[src/sv/cwsc_pkg.sv]
// Shared types, cost tables and field widths for the wait-state cost block.
package cwsc_pkg;

    localparam int unsigned ADDR_W   = 32;
    localparam int unsigned WC_W     = 16;
    localparam int unsigned COST_W   = 6;
    localparam int unsigned ENTRY_W  = 4;
    localparam int unsigned REGION_W = 8;

    typedef enum logic [1:0] {
        ACT_READ16  = 2'd0,
        ACT_READ32  = 2'd1,
        ACT_FETCH16 = 2'd2,
        ACT_FETCH32 = 2'd3
    } t_action;

    typedef logic [ENTRY_W-1:0] t_entry;
    typedef logic [COST_W-1:0]  t_cost;

    // First-access and SRAM select table: {4, 3, 2, 8}
    localparam t_entry FIRST_COST [4] = '{4'd4, 4'd3, 4'd2, 4'd8};
    localparam t_entry SRAM_COST  [4] = '{4'd4, 4'd3, 4'd2, 4'd8};
    // Sequential cost when the window's select bit is clear; set gives 1
    localparam t_entry SEQ_SLOW   [3] = '{4'd2, 4'd4, 4'd8};
    localparam t_entry SEQ_FAST       = 4'd1;

    localparam t_entry BOUNDARY_PENALTY = 4'd2;

    // Regions of the address map (address bits 31:24)
    localparam logic [REGION_W-1:0] REGION_ROM_LO  = 8'h08;
    localparam logic [REGION_W-1:0] REGION_ROM_HI  = 8'h0D;
    localparam logic [REGION_W-1:0] REGION_SRAM_LO = 8'h0E;
    localparam logic [REGION_W-1:0] REGION_SRAM_HI = 8'h0F;

    // Bits of the aligned address that must be zero for a 128 KiB boundary
    localparam int unsigned BOUND_HI = 16;
    localparam int unsigned BOUND_LO = 2;

endpackage

[src/sv/cwsc_access_if.sv]
// Handshake channel that carries one bus access to be priced.
interface cwsc_access_if;
    import cwsc_pkg::*;

    logic                valid;
    logic                ready;
    t_action             action;
    logic [ADDR_W-1:0]   address;
    logic                sequential;

    modport source (output valid, output action, output address, output sequential,
                    input ready);
    modport sink   (input valid, input action, input address, input sequential,
                    output ready);
endinterface

[src/sv/cwsc_cost_if.sv]
// Handshake channel that carries the wait-cycle count of one access.
interface cwsc_cost_if;
    import cwsc_pkg::*;

    logic   valid;
    logic   ready;
    t_cost  extra_cycles;

    modport source (output valid, output extra_cycles, input ready);
    modport sink   (input valid, input extra_cycles, output ready);
endinterface

[src/sv/cwsc_price.sv]
// Combinational pricing of one access against the wait-control word.
module cwsc_price (
    input  logic [cwsc_pkg::WC_W-1:0]   i_wait_control,
    input  cwsc_pkg::t_action           i_action,
    input  logic [cwsc_pkg::ADDR_W-1:0] i_address,
    input  logic                        i_sequential,
    output cwsc_pkg::t_cost             o_extra_cycles
);
    import cwsc_pkg::*;

    logic [REGION_W-1:0] region;
    logic                is_fetch;
    logic                wide;
    logic                seq_eff;
    logic                in_rom;
    logic                in_sram;
    logic [1:0]          window;
    logic [1:0]          first_sel;
    logic                seq_sel;
    t_entry              first_cost;
    t_entry              seq_cost;
    t_entry              half_cost;
    t_entry              sram_entry;
    logic                on_boundary;
    t_cost               rom_total;
    t_cost               sram_total;

    always_comb begin
        region   = i_address[ADDR_W-1 -: REGION_W];
        is_fetch = (i_action == ACT_FETCH16) || (i_action == ACT_FETCH32);
        wide     = (i_action == ACT_READ32) || (i_action == ACT_FETCH32);
        // reads are always first accesses
        seq_eff  = is_fetch && i_sequential;
        in_rom   = (region >= REGION_ROM_LO) && (region <= REGION_ROM_HI);
        in_sram  = (region == REGION_SRAM_LO) || (region == REGION_SRAM_HI);
        // windows 0x08/09, 0x0A/0B, 0x0C/0D map to 0, 1, 2
        window   = region[2:1];

        case (window)
            2'd0: begin
                first_sel = i_wait_control[3:2];
                seq_sel   = i_wait_control[4];
            end
            2'd1: begin
                first_sel = i_wait_control[6:5];
                seq_sel   = i_wait_control[7];
            end
            2'd2: begin
                first_sel = i_wait_control[9:8];
                seq_sel   = i_wait_control[10];
            end
            default: begin
                first_sel = 2'd0;
                seq_sel   = 1'b0;
            end
        endcase

        first_cost = FIRST_COST[first_sel];
        if (seq_sel) begin
            seq_cost = SEQ_FAST;
        end else if (window == 2'd3) begin
            seq_cost = '0;
        end else begin
            seq_cost = SEQ_SLOW[window];
        end
        half_cost = seq_eff ? seq_cost : first_cost;

        on_boundary = (i_address[BOUND_HI:BOUND_LO] == '0);
        rom_total   = COST_W'(half_cost);
        if (wide) begin
            rom_total = COST_W'(half_cost) + COST_W'(seq_cost);
            if (on_boundary && !seq_eff) begin
                rom_total = rom_total + COST_W'(BOUNDARY_PENALTY);
            end
        end

        sram_entry = in_sram ? SRAM_COST[i_wait_control[1:0]] : '0;
        // 32-bit SRAM access costs four times the entry
        sram_total = wide ? {sram_entry, 2'b00} : COST_W'(sram_entry);

        o_extra_cycles = in_rom ? rom_total : sram_total;
    end

endmodule

[src/sv/cartridge_wait_state_cost.sv]
// Top level of the wait-state cost block: input register, pricing, result register.
// Prices one bus access per clock while o_cost is not stalled: the edge that accepts an
// item on i_access loads the input register, and its wait-cycle count is loaded from
// there into the result register, which drives o_cost, once that register is free or
// being emptied. A new item may be taken every cycle while results flow. A stalled
// o_cost holds the result register, and one more item can still be taken into the input
// register. The count is computed from the wait-control word held in the block; write it
// with i_cfg_we only while no item is in flight.
module cartridge_wait_state_cost (
    input  logic                       i_clk,
    input  logic                       i_rst_n,
    input  logic                       i_cfg_we,
    input  logic [cwsc_pkg::WC_W-1:0]  i_cfg_wdata,
    cwsc_access_if.sink                i_access,
    cwsc_cost_if.source                o_cost
);
    import cwsc_pkg::*;

    logic [WC_W-1:0]   r_wait_control;
    logic              r_in_valid;
    t_action           r_action;
    logic [ADDR_W-1:0] r_address;
    logic              r_sequential;
    logic              r_out_valid;
    t_cost             r_extra_cycles;

    logic              n_in_valid;
    logic              n_out_valid;
    logic              out_load;
    logic              in_load;
    t_cost             price;

    cwsc_price u_price (
        .i_wait_control (r_wait_control),
        .i_action       (r_action),
        .i_address      (r_address),
        .i_sequential   (r_sequential),
        .o_extra_cycles (price)
    );

    always_comb begin
        // advance the input stage when the result register is free or being emptied
        out_load         = r_in_valid && (!r_out_valid || o_cost.ready);
        i_access.ready   = !r_in_valid || out_load;
        in_load          = i_access.valid && i_access.ready;
        n_in_valid       = in_load || (r_in_valid && !out_load);
        n_out_valid      = out_load || (r_out_valid && !o_cost.ready);
        o_cost.valid        = r_out_valid;
        o_cost.extra_cycles = r_extra_cycles;
    end

    always_ff @(posedge i_clk) begin
        if (!i_rst_n) begin
            r_wait_control <= '0;
            r_in_valid     <= 1'b0;
            r_out_valid    <= 1'b0;
        end else begin
            if (i_cfg_we) begin
                r_wait_control <= i_cfg_wdata;
            end
            r_in_valid  <= n_in_valid;
            r_out_valid <= n_out_valid;
        end
    end

    always_ff @(posedge i_clk) begin
        if (in_load) begin
            r_action     <= i_access.action;
            r_address    <= i_access.address;
            r_sequential <= i_access.sequential;
        end
        if (out_load) begin
            r_extra_cycles <= price;
        end
    end

endmodule
[src/flat_wrapper.sv]
// flat-port wrapper written by rule: the top's interface ports become plain ports
module cartridge_wait_state_cost_flat import cwsc_pkg::*;
  (i_clk, i_rst_n, i_cfg_we, i_cfg_wdata, i_access_valid, i_access_action, i_access_address, i_access_sequential, i_access_ready, o_cost_valid, o_cost_extra_cycles, o_cost_ready);
  cwsc_access_if i_access_i ();
  cwsc_cost_if o_cost_i ();
  input  logic i_clk;
  input  logic i_rst_n;
  input  logic i_cfg_we;
  input  logic [cwsc_pkg::WC_W-1:0] i_cfg_wdata;
  input wire logic [$bits(i_access_i.valid)-1:0] i_access_valid;
  input wire logic [$bits(i_access_i.action)-1:0] i_access_action;
  input wire logic [$bits(i_access_i.address)-1:0] i_access_address;
  input wire logic [$bits(i_access_i.sequential)-1:0] i_access_sequential;
  output wire logic [$bits(i_access_i.ready)-1:0] i_access_ready;
  output wire logic [$bits(o_cost_i.valid)-1:0] o_cost_valid;
  output wire logic [$bits(o_cost_i.extra_cycles)-1:0] o_cost_extra_cycles;
  input wire logic [$bits(o_cost_i.ready)-1:0] o_cost_ready;
  assign i_access_i.valid = i_access_valid;
  assign i_access_i.action = i_access_action;
  assign i_access_i.address = i_access_address;
  assign i_access_i.sequential = i_access_sequential;
  assign i_access_ready = i_access_i.ready;
  assign o_cost_valid = o_cost_i.valid;
  assign o_cost_extra_cycles = o_cost_i.extra_cycles;
  assign o_cost_i.ready = o_cost_ready;
  cartridge_wait_state_cost u_core (.i_clk(i_clk), .i_rst_n(i_rst_n), .i_cfg_we(i_cfg_we), .i_cfg_wdata(i_cfg_wdata), .i_access(i_access_i), .o_cost(o_cost_i));
endmodule
[config.mk]
export PLATFORM = sky130hd
export DESIGN_NAME = cartridge_wait_state_cost_flat
export DESIGN_NICKNAME = d
export VERILOG_FILES = /design/src/sv/cwsc_pkg.sv /design/src/sv/cwsc_access_if.sv /design/src/sv/cwsc_cost_if.sv /design/src/sv/cwsc_price.sv /design/src/sv/cartridge_wait_state_cost.sv /design/src/flat_wrapper.sv
export SDC_FILE = /design/constraint.sdc
export NUM_CORES = 1
export LEC_CHECK = 0
export BUFFER_PORTS_ARGS = -buffer_cell sky130_fd_sc_hd__buf_4
export CORE_UTILIZATION = 51
export DETAILED_ROUTE_END_ITERATION = 12
export PLACE_DENSITY = 0.79
export SLEW_MARGIN = 0
export SYNTH_ARGS = -nofsm -noshare
export SYNTH_HDL_FRONTEND = slang
export SYNTH_SLANG_ARGS = --single-unit
[constraint.sdc]
create_clock -name i_clk -period 4.4 [get_ports i_clk]
set_clock_uncertainty 0.15 [all_clocks]
set_input_delay 0.22 -clock i_clk [delete_from_list [all_inputs] [get_ports i_clk]]
set_output_delay 0.22 -clock i_clk [all_outputs]
set_load 0.01 [all_outputs]
# Yosys cells after proc, flatten, opt, wreduce, memory -nomap -nowiden

Cells that the tools add are included.

Add/sub/neg operators: 2
Bitwise gates (word level): 3
Multiplexer cells: 19
$lt $le $gt $ge: 5
Reduce and logical (&&, ||, !) cells: 21
Eq/ne operators: 8

Operators by type and width:

| cell                | number |
|---|---|
| $mux 4              | 10 |
| $bmux 4 s2          | 3 |
| $mux 6              | 4 |
| $eq 8x4->1 const B  | 2 |
| $logic_not 15->1    | 1 |
| $ge 3x3->1 const B  | 3 |
| $not 2->3           | 3 |
| $eq 2x2->1 const B  | 4 |
| $ge 8x4->1 const B  | 1 |
| $le 8x4->1 const B  | 1 |
| $logic_and 1x1->1   | 7 |
| $logic_or 1x1->1    | 7 |
| $add 5x2->6 const B | 1 |
| $pmux 2 s3          | 1 |
| $add 4x4->5         | 1 |
| $logic_not 1->1     | 5 |
| $eq 2x1->1 const B  | 2 |
| $pmux 1 s3          | 1 |
| $logic_not 2->1     | 1 |

Register bits after elaboration: 54
Input bits: 56
Output and inout bits: 8
Word-level logic and storage cells: 65

# Depth between registers and ports, before layout

Depth in word-level cells: 12
Gate-level depth with buffers: 14

# Modules after synthesis

Synthesis repeated with hierarchy kept, for this count alone.

Cell total of the unflattened synthesis: 186
Area total of the unflattened synthesis: 2660.1 um2

By module, submodules not included:

| module                    | area an instance (um2) | times used | cells each |
|---|---|---|---|
| cartridge_wait_state_cost | 1930.6                 | 1          | 101 |
| cwsc_price                | 729.4                  | 1          | 85 |

# Worst setup path before layout

Ideal clock, no wire load.

Kind: reg2reg
Start point: register u_core.r_address[26]
End point: register u_core.r_extra_cycles[3], in the netlist u_core.o_cost.extra_cycles[3] (data pin)
Period minus slack after synthesis: 3.173 ns
Path slack: 1.227 ns
Required time: 3.988 ns
Arrival: 2.761 ns
Cell stages (with the launch flop): 15
Cells stage by stage: edfxtp_1 > buf_6 > mux2i_1 > nor2_1 > a21oi_1 > ha_1 > mux2_2 > ha_1 > fa_1 > xor2_1 > ha_1 > inv_1 > nor3_2 > xnor2_1 > o21ai_0

Word-level cells in the longest chain between the ends: 12
Elaborated cells between the ends (all ways): 30
Those cells by class: 2 x add/sub; 2 x order compare; 5 x eq/ne; 16 x mux; 2 x bitwise; 3 x reduce/logical

Ends and longest elaborated chain:

| what                                                      | line                               | text |
|---|---|---|
| start, declared                                           | cartridge_wait_state_cost.sv:22    | `logic [ADDR_W-1:0] r_address;` |
| start signal, assigned                                    | cartridge_wait_state_cost.sv:69    | `r_address <= i_access.address;` |
| $eq 2x2->1, or another cell as far along                  | cwsc_price.sv:39                   | `case (window)` |
| $pmux 2 s3 or $bmux 4 s2 (tied branches)                  | cwsc_price.sv:39, cwsc_price.sv:64 |  |
| $not 2->3 (not written as such) or $mux 4 (tied branches) | cwsc_price.sv:58, cwsc_price.sv:64 |  |
| $bmux 4 s2 or $mux 4 (tied branches)                      | cwsc_price.sv:58, cwsc_price.sv:64 |  |
| $mux 4, on equally long branches                          | cwsc_price.sv:58, cwsc_price.sv:61 |  |
| $mux 4, on equally long branches                          | cwsc_price.sv:58, cwsc_price.sv:59 |  |
| $mux 4                                                    | cwsc_price.sv:66                   | `half_cost = seq_eff ? seq_cost : first_cost;` |
| $add 4x4->5                                               | cwsc_price.sv:71                   | `rom_total = COST_W'(half_cost) + COST_W'(seq_cost);` |
| $add 5x2->6                                               | cwsc_price.sv:73                   | `rom_total = rom_total + COST_W'(BOUNDARY_PENALTY);` |
| $mux 6                                                    | cwsc_price.sv:72                   | `if (on_boundary && !seq_eff) begin` |
| $mux 6                                                    | cwsc_price.sv:70                   | `if (wide) begin` |
| $mux 6 (*)                                                | cwsc_price.sv:81                   | `o_extra_cycles = in_rom ? rom_total : sram_total;` |
| net u_core.price[3]                                       | cartridge_wait_state_cost.sv:31    | `t_cost price;` |
| end signal, assigned                                      | cartridge_wait_state_cost.sv:73    | `r_extra_cycles <= price;` |
| end, declared                                             | cartridge_wait_state_cost.sv:25    | `t_cost r_extra_cycles;` |

The timed path passes the listed nets; every way through them passes the cells marked *. The select of a mux whose other input is x is not followed.
A chain may end at the register's enable or synchronous reset.

# Worst setup path in the final report

Start point: register u_core.r_address[26]
End point: register u_core.r_extra_cycles[4], in the netlist u_core.o_cost.extra_cycles[4] (data pin)

The elaborated chain is that of the path after synthesis.

==> results.toml <==
[placement]
portBuffers = 48
gp_congestion = 0.9519
dp_hpwl_um = 2911
placed_cells = 259

[flow_run]
cap_violations = 0

[sta]
tns_ns = 0
finalCriticalPeriod_ns = 3.670
rsz0062_at_grt = "false"
setup_viol = 0
final_max_slew_viol_count = 0
worstMarginPinSlew_ns = 1.083
finalHoldViolations = 0
fmax_ghz = 0.2725
maxSlewHeadroom_pct = 27.81
holdWs_ns = 0.02415
finalCritPeriodShare_pct = 83.40

[power]
leakage_nw = 1.144
switchingPower_uw = 227.6
peakVddDrop_mv = 0.3243
powerDensity_nw_per_um2 = 332.5
power_frac_comb_pct = 14.5
clkPwrFrac_pct = 34.4
power.share.switching_pct = 24.03
seqPwrFrac_pct = 51.0
internal-power_uw = 719.2

[yosys]
ys_seq_elements = 44
syn_area_per_cell_sq_um = 12.39
synth-edff-count = 31
synth_nets = 235
yosysMostFrequentCell = "edfxtp_1"
synth.largest_area_cell = "edfxtp_1"
ys_async_sr_fraction_pct = 0
seq_area_frac_synth_pct = 56.87
syn_area_sq_um = 2095
ys_warn_count = 0
synth_area_leaders = "edfxtp_1, dfxtp_1, mux2i_1"
synth_common_cells = "edfxtp_1, mux2i_1, nor2b_1"
syn_inst = 169
synth_top_cell_area_share_pct = 44.44
synth.distinct_cells = 40
synth_flop_cell = "edfxtp_1"

[grt]
grt_use_total_pct = 24.28
grt_pass1_wl_um = 7665
grt_max_degree = 26
grt_pass1_vias = 1629
grt.overflow.total = 0
antenna_found_initial = 0

[layout]
syn_to_final_growth_pct = 35.96
drive_above_1_share_pct = 26.23
register_area_sq_um = 1191
multi_input_area_sq_um = 848.3
num-fill-cells = 250
post-route-util_pct = 74.97
n_antenna_cell = 0
nets = 309
final_cells = 292

[floorplan]
fp.dieW_um = 66.09
die_y_um = 66.09
io_pins = 64
start_util_pct = 55.14
row_count = 22
coreArea_sq_um = 3799
dieArea_sq_um = 4367

[detailed_routing]
routed_wirelength_um = 4633
vias = 1618
drt_iter0_drc = 182
first_pass_iters = 4
postRouteAntennaNets = 0
vias_per_cell = 5.541
drc = 0
wl_per_cell_um = 15.87

[cts]
cts_setup_buffers = 0
clkTransAtPathRegs_ns = 0.09
cts_buffers = 5
htreeDepth = 2
clkSinkCount = 44
cts_root_buf = "clkbuf_8"
clockBufferDepth = 2
cts_tree = "yes"
clock_latency_ns = 0.30

[outcome]
outcome = "finished, final reports clean"

[setup_path]
critPathCaptureType = "flop"
start_kind = "flop"
reg2reg_depth = 12
crit_arrival_ns = 3.57
path_class = "flop to flop"
worstPathRequired_ns = 4.30
critPathMaxFanout = 9

[worst_hold_path]
min_path_cells = 3
min_path_type = "input port to flop"
[cell type report]
| type | instances | share of cell area, % |
|---|---|---|
| clock buffers | 5 | 2.417 |
| clock inverters | 3 | 1.757 |
| inverters | 5 | 0.6591 |
| multi-input cells | 114 | 29.79 |
| flip-flops and latches | 44 | 41.83 |
| well taps | 48 | 2.109 |
| repair buffers | 73 | 21.44 |
[per-stage QoR]
step	cell area (sq um)	total power [mW]	setup slack, ns
final	2848	0.9468	0.7304
after CTS	2848	0.9460	0.7775
after detailed placement	2479	0.6090	0.8076
after global routing	2848	0.9824	0.4587
after global placement	2479	0.6030	0.9132
after floorplan	2095	0.5604	1.227
[cells in the final DEF, fill, tap and decap left out, types with 2 or more instances in the layout]
master          n
nor4_1          5
ha_1            9
nand2_1        10
o21ai_0         3
nor2_1          6
nor3b_1         3
xnor2_1         2
edfxtp_1       31
inv_1           5
clkbuf_8        5
nand4_1         3
nand3_1         7
nor2b_1        14
a21oi_1         9
dfxtp_1        13
dlygate4sd3_1  25
and3_1          2
nor3_1          4
mux2i_1        18
buf_4          48
[final timing paths]
| path | end | startpoint | slack, ns |
|---|---|---|---|
| min | u_core.r_wait_control[4]$_SDFFE_PN0P_ | i_cfg_wdata[4] | 0.02 |
| min reg2reg | u_core.r_wait_control[3]$_SDFFE_PN0P_ | u_core.r_wait_control[3]$_SDFFE_PN0P_ | 0.39 |
| max | u_core.o_cost.extra_cycles[4]$_DFFE_PP_ | u_core.r_address[26]$_DFFE_PP_ | 0.73 |
| max reg2reg | u_core.o_cost.extra_cycles[4]$_DFFE_PP_ | u_core.r_address[26]$_DFFE_PP_ | 0.73 |
[sequential cells by signal, summed over array words and instances (netlist names)]
name / flops
u_core.r_sequential: 1
u_core.r_action: 2
u_core.r_address: 22
u_core.r_wait_control: 11
u_core.r_in_valid: 1
u_core.o_cost.valid: 1
u_core.o_cost.extra_cycles: 6
[power groups by stage]
stage | clock network (mW) | logic [mW] | registers [mW]
final | 0.326 | 0.138 | 0.483
after global routing | 0.345 | 0.151 | 0.486
after CTS | 0.328 | 0.135 | 0.483
after detailed placement | 0 | 0.117 | 0.492
after global placement | 0 | 0.113 | 0.490
after floorplan | 0 | 0.0737 | 0.487
[metal layers]
layer  global-route usage, %  wire [um]
met3                   6.379        359
met5                       0          0
met1                   28.43       1804
met2                   42.60       2389
met4                   8.511         79
[timing repair]
| item | CTS | global route |
|---|---|---|
| setup endpoints to repair | 0 | 0 |
| hold endpoints to repair | 25 | 0 |
| hold buffers | 25 | 0 |
| resized for setup | 0 | 0 |
[kinds of logic after synthesis]
family,Yosys count,share of synthesized area [%]
fa+ha+maj,10,6.332
xor+xnor,3,1.255
mux,19,9.140
simple gates,58,15.29
flops,44,56.87
buf+inv,11,2.629
compound gates,24,8.483
[worst max-delay path: stages (launching register included)]
cell	delay, ns
edfxtp_1	0.60
mux2i_1	0.20
nor2_1	0.23
a21oi_1	0.08
ha_1	0.20
mux2_2	0.28
ha_1	0.22
fa_1	0.41
xor2_1	0.29
nand4_1	0.15
nor4_1	0.29
mux2i_1	0.23
nand2_1	0.07
Power figures use the tool's default switching activity.
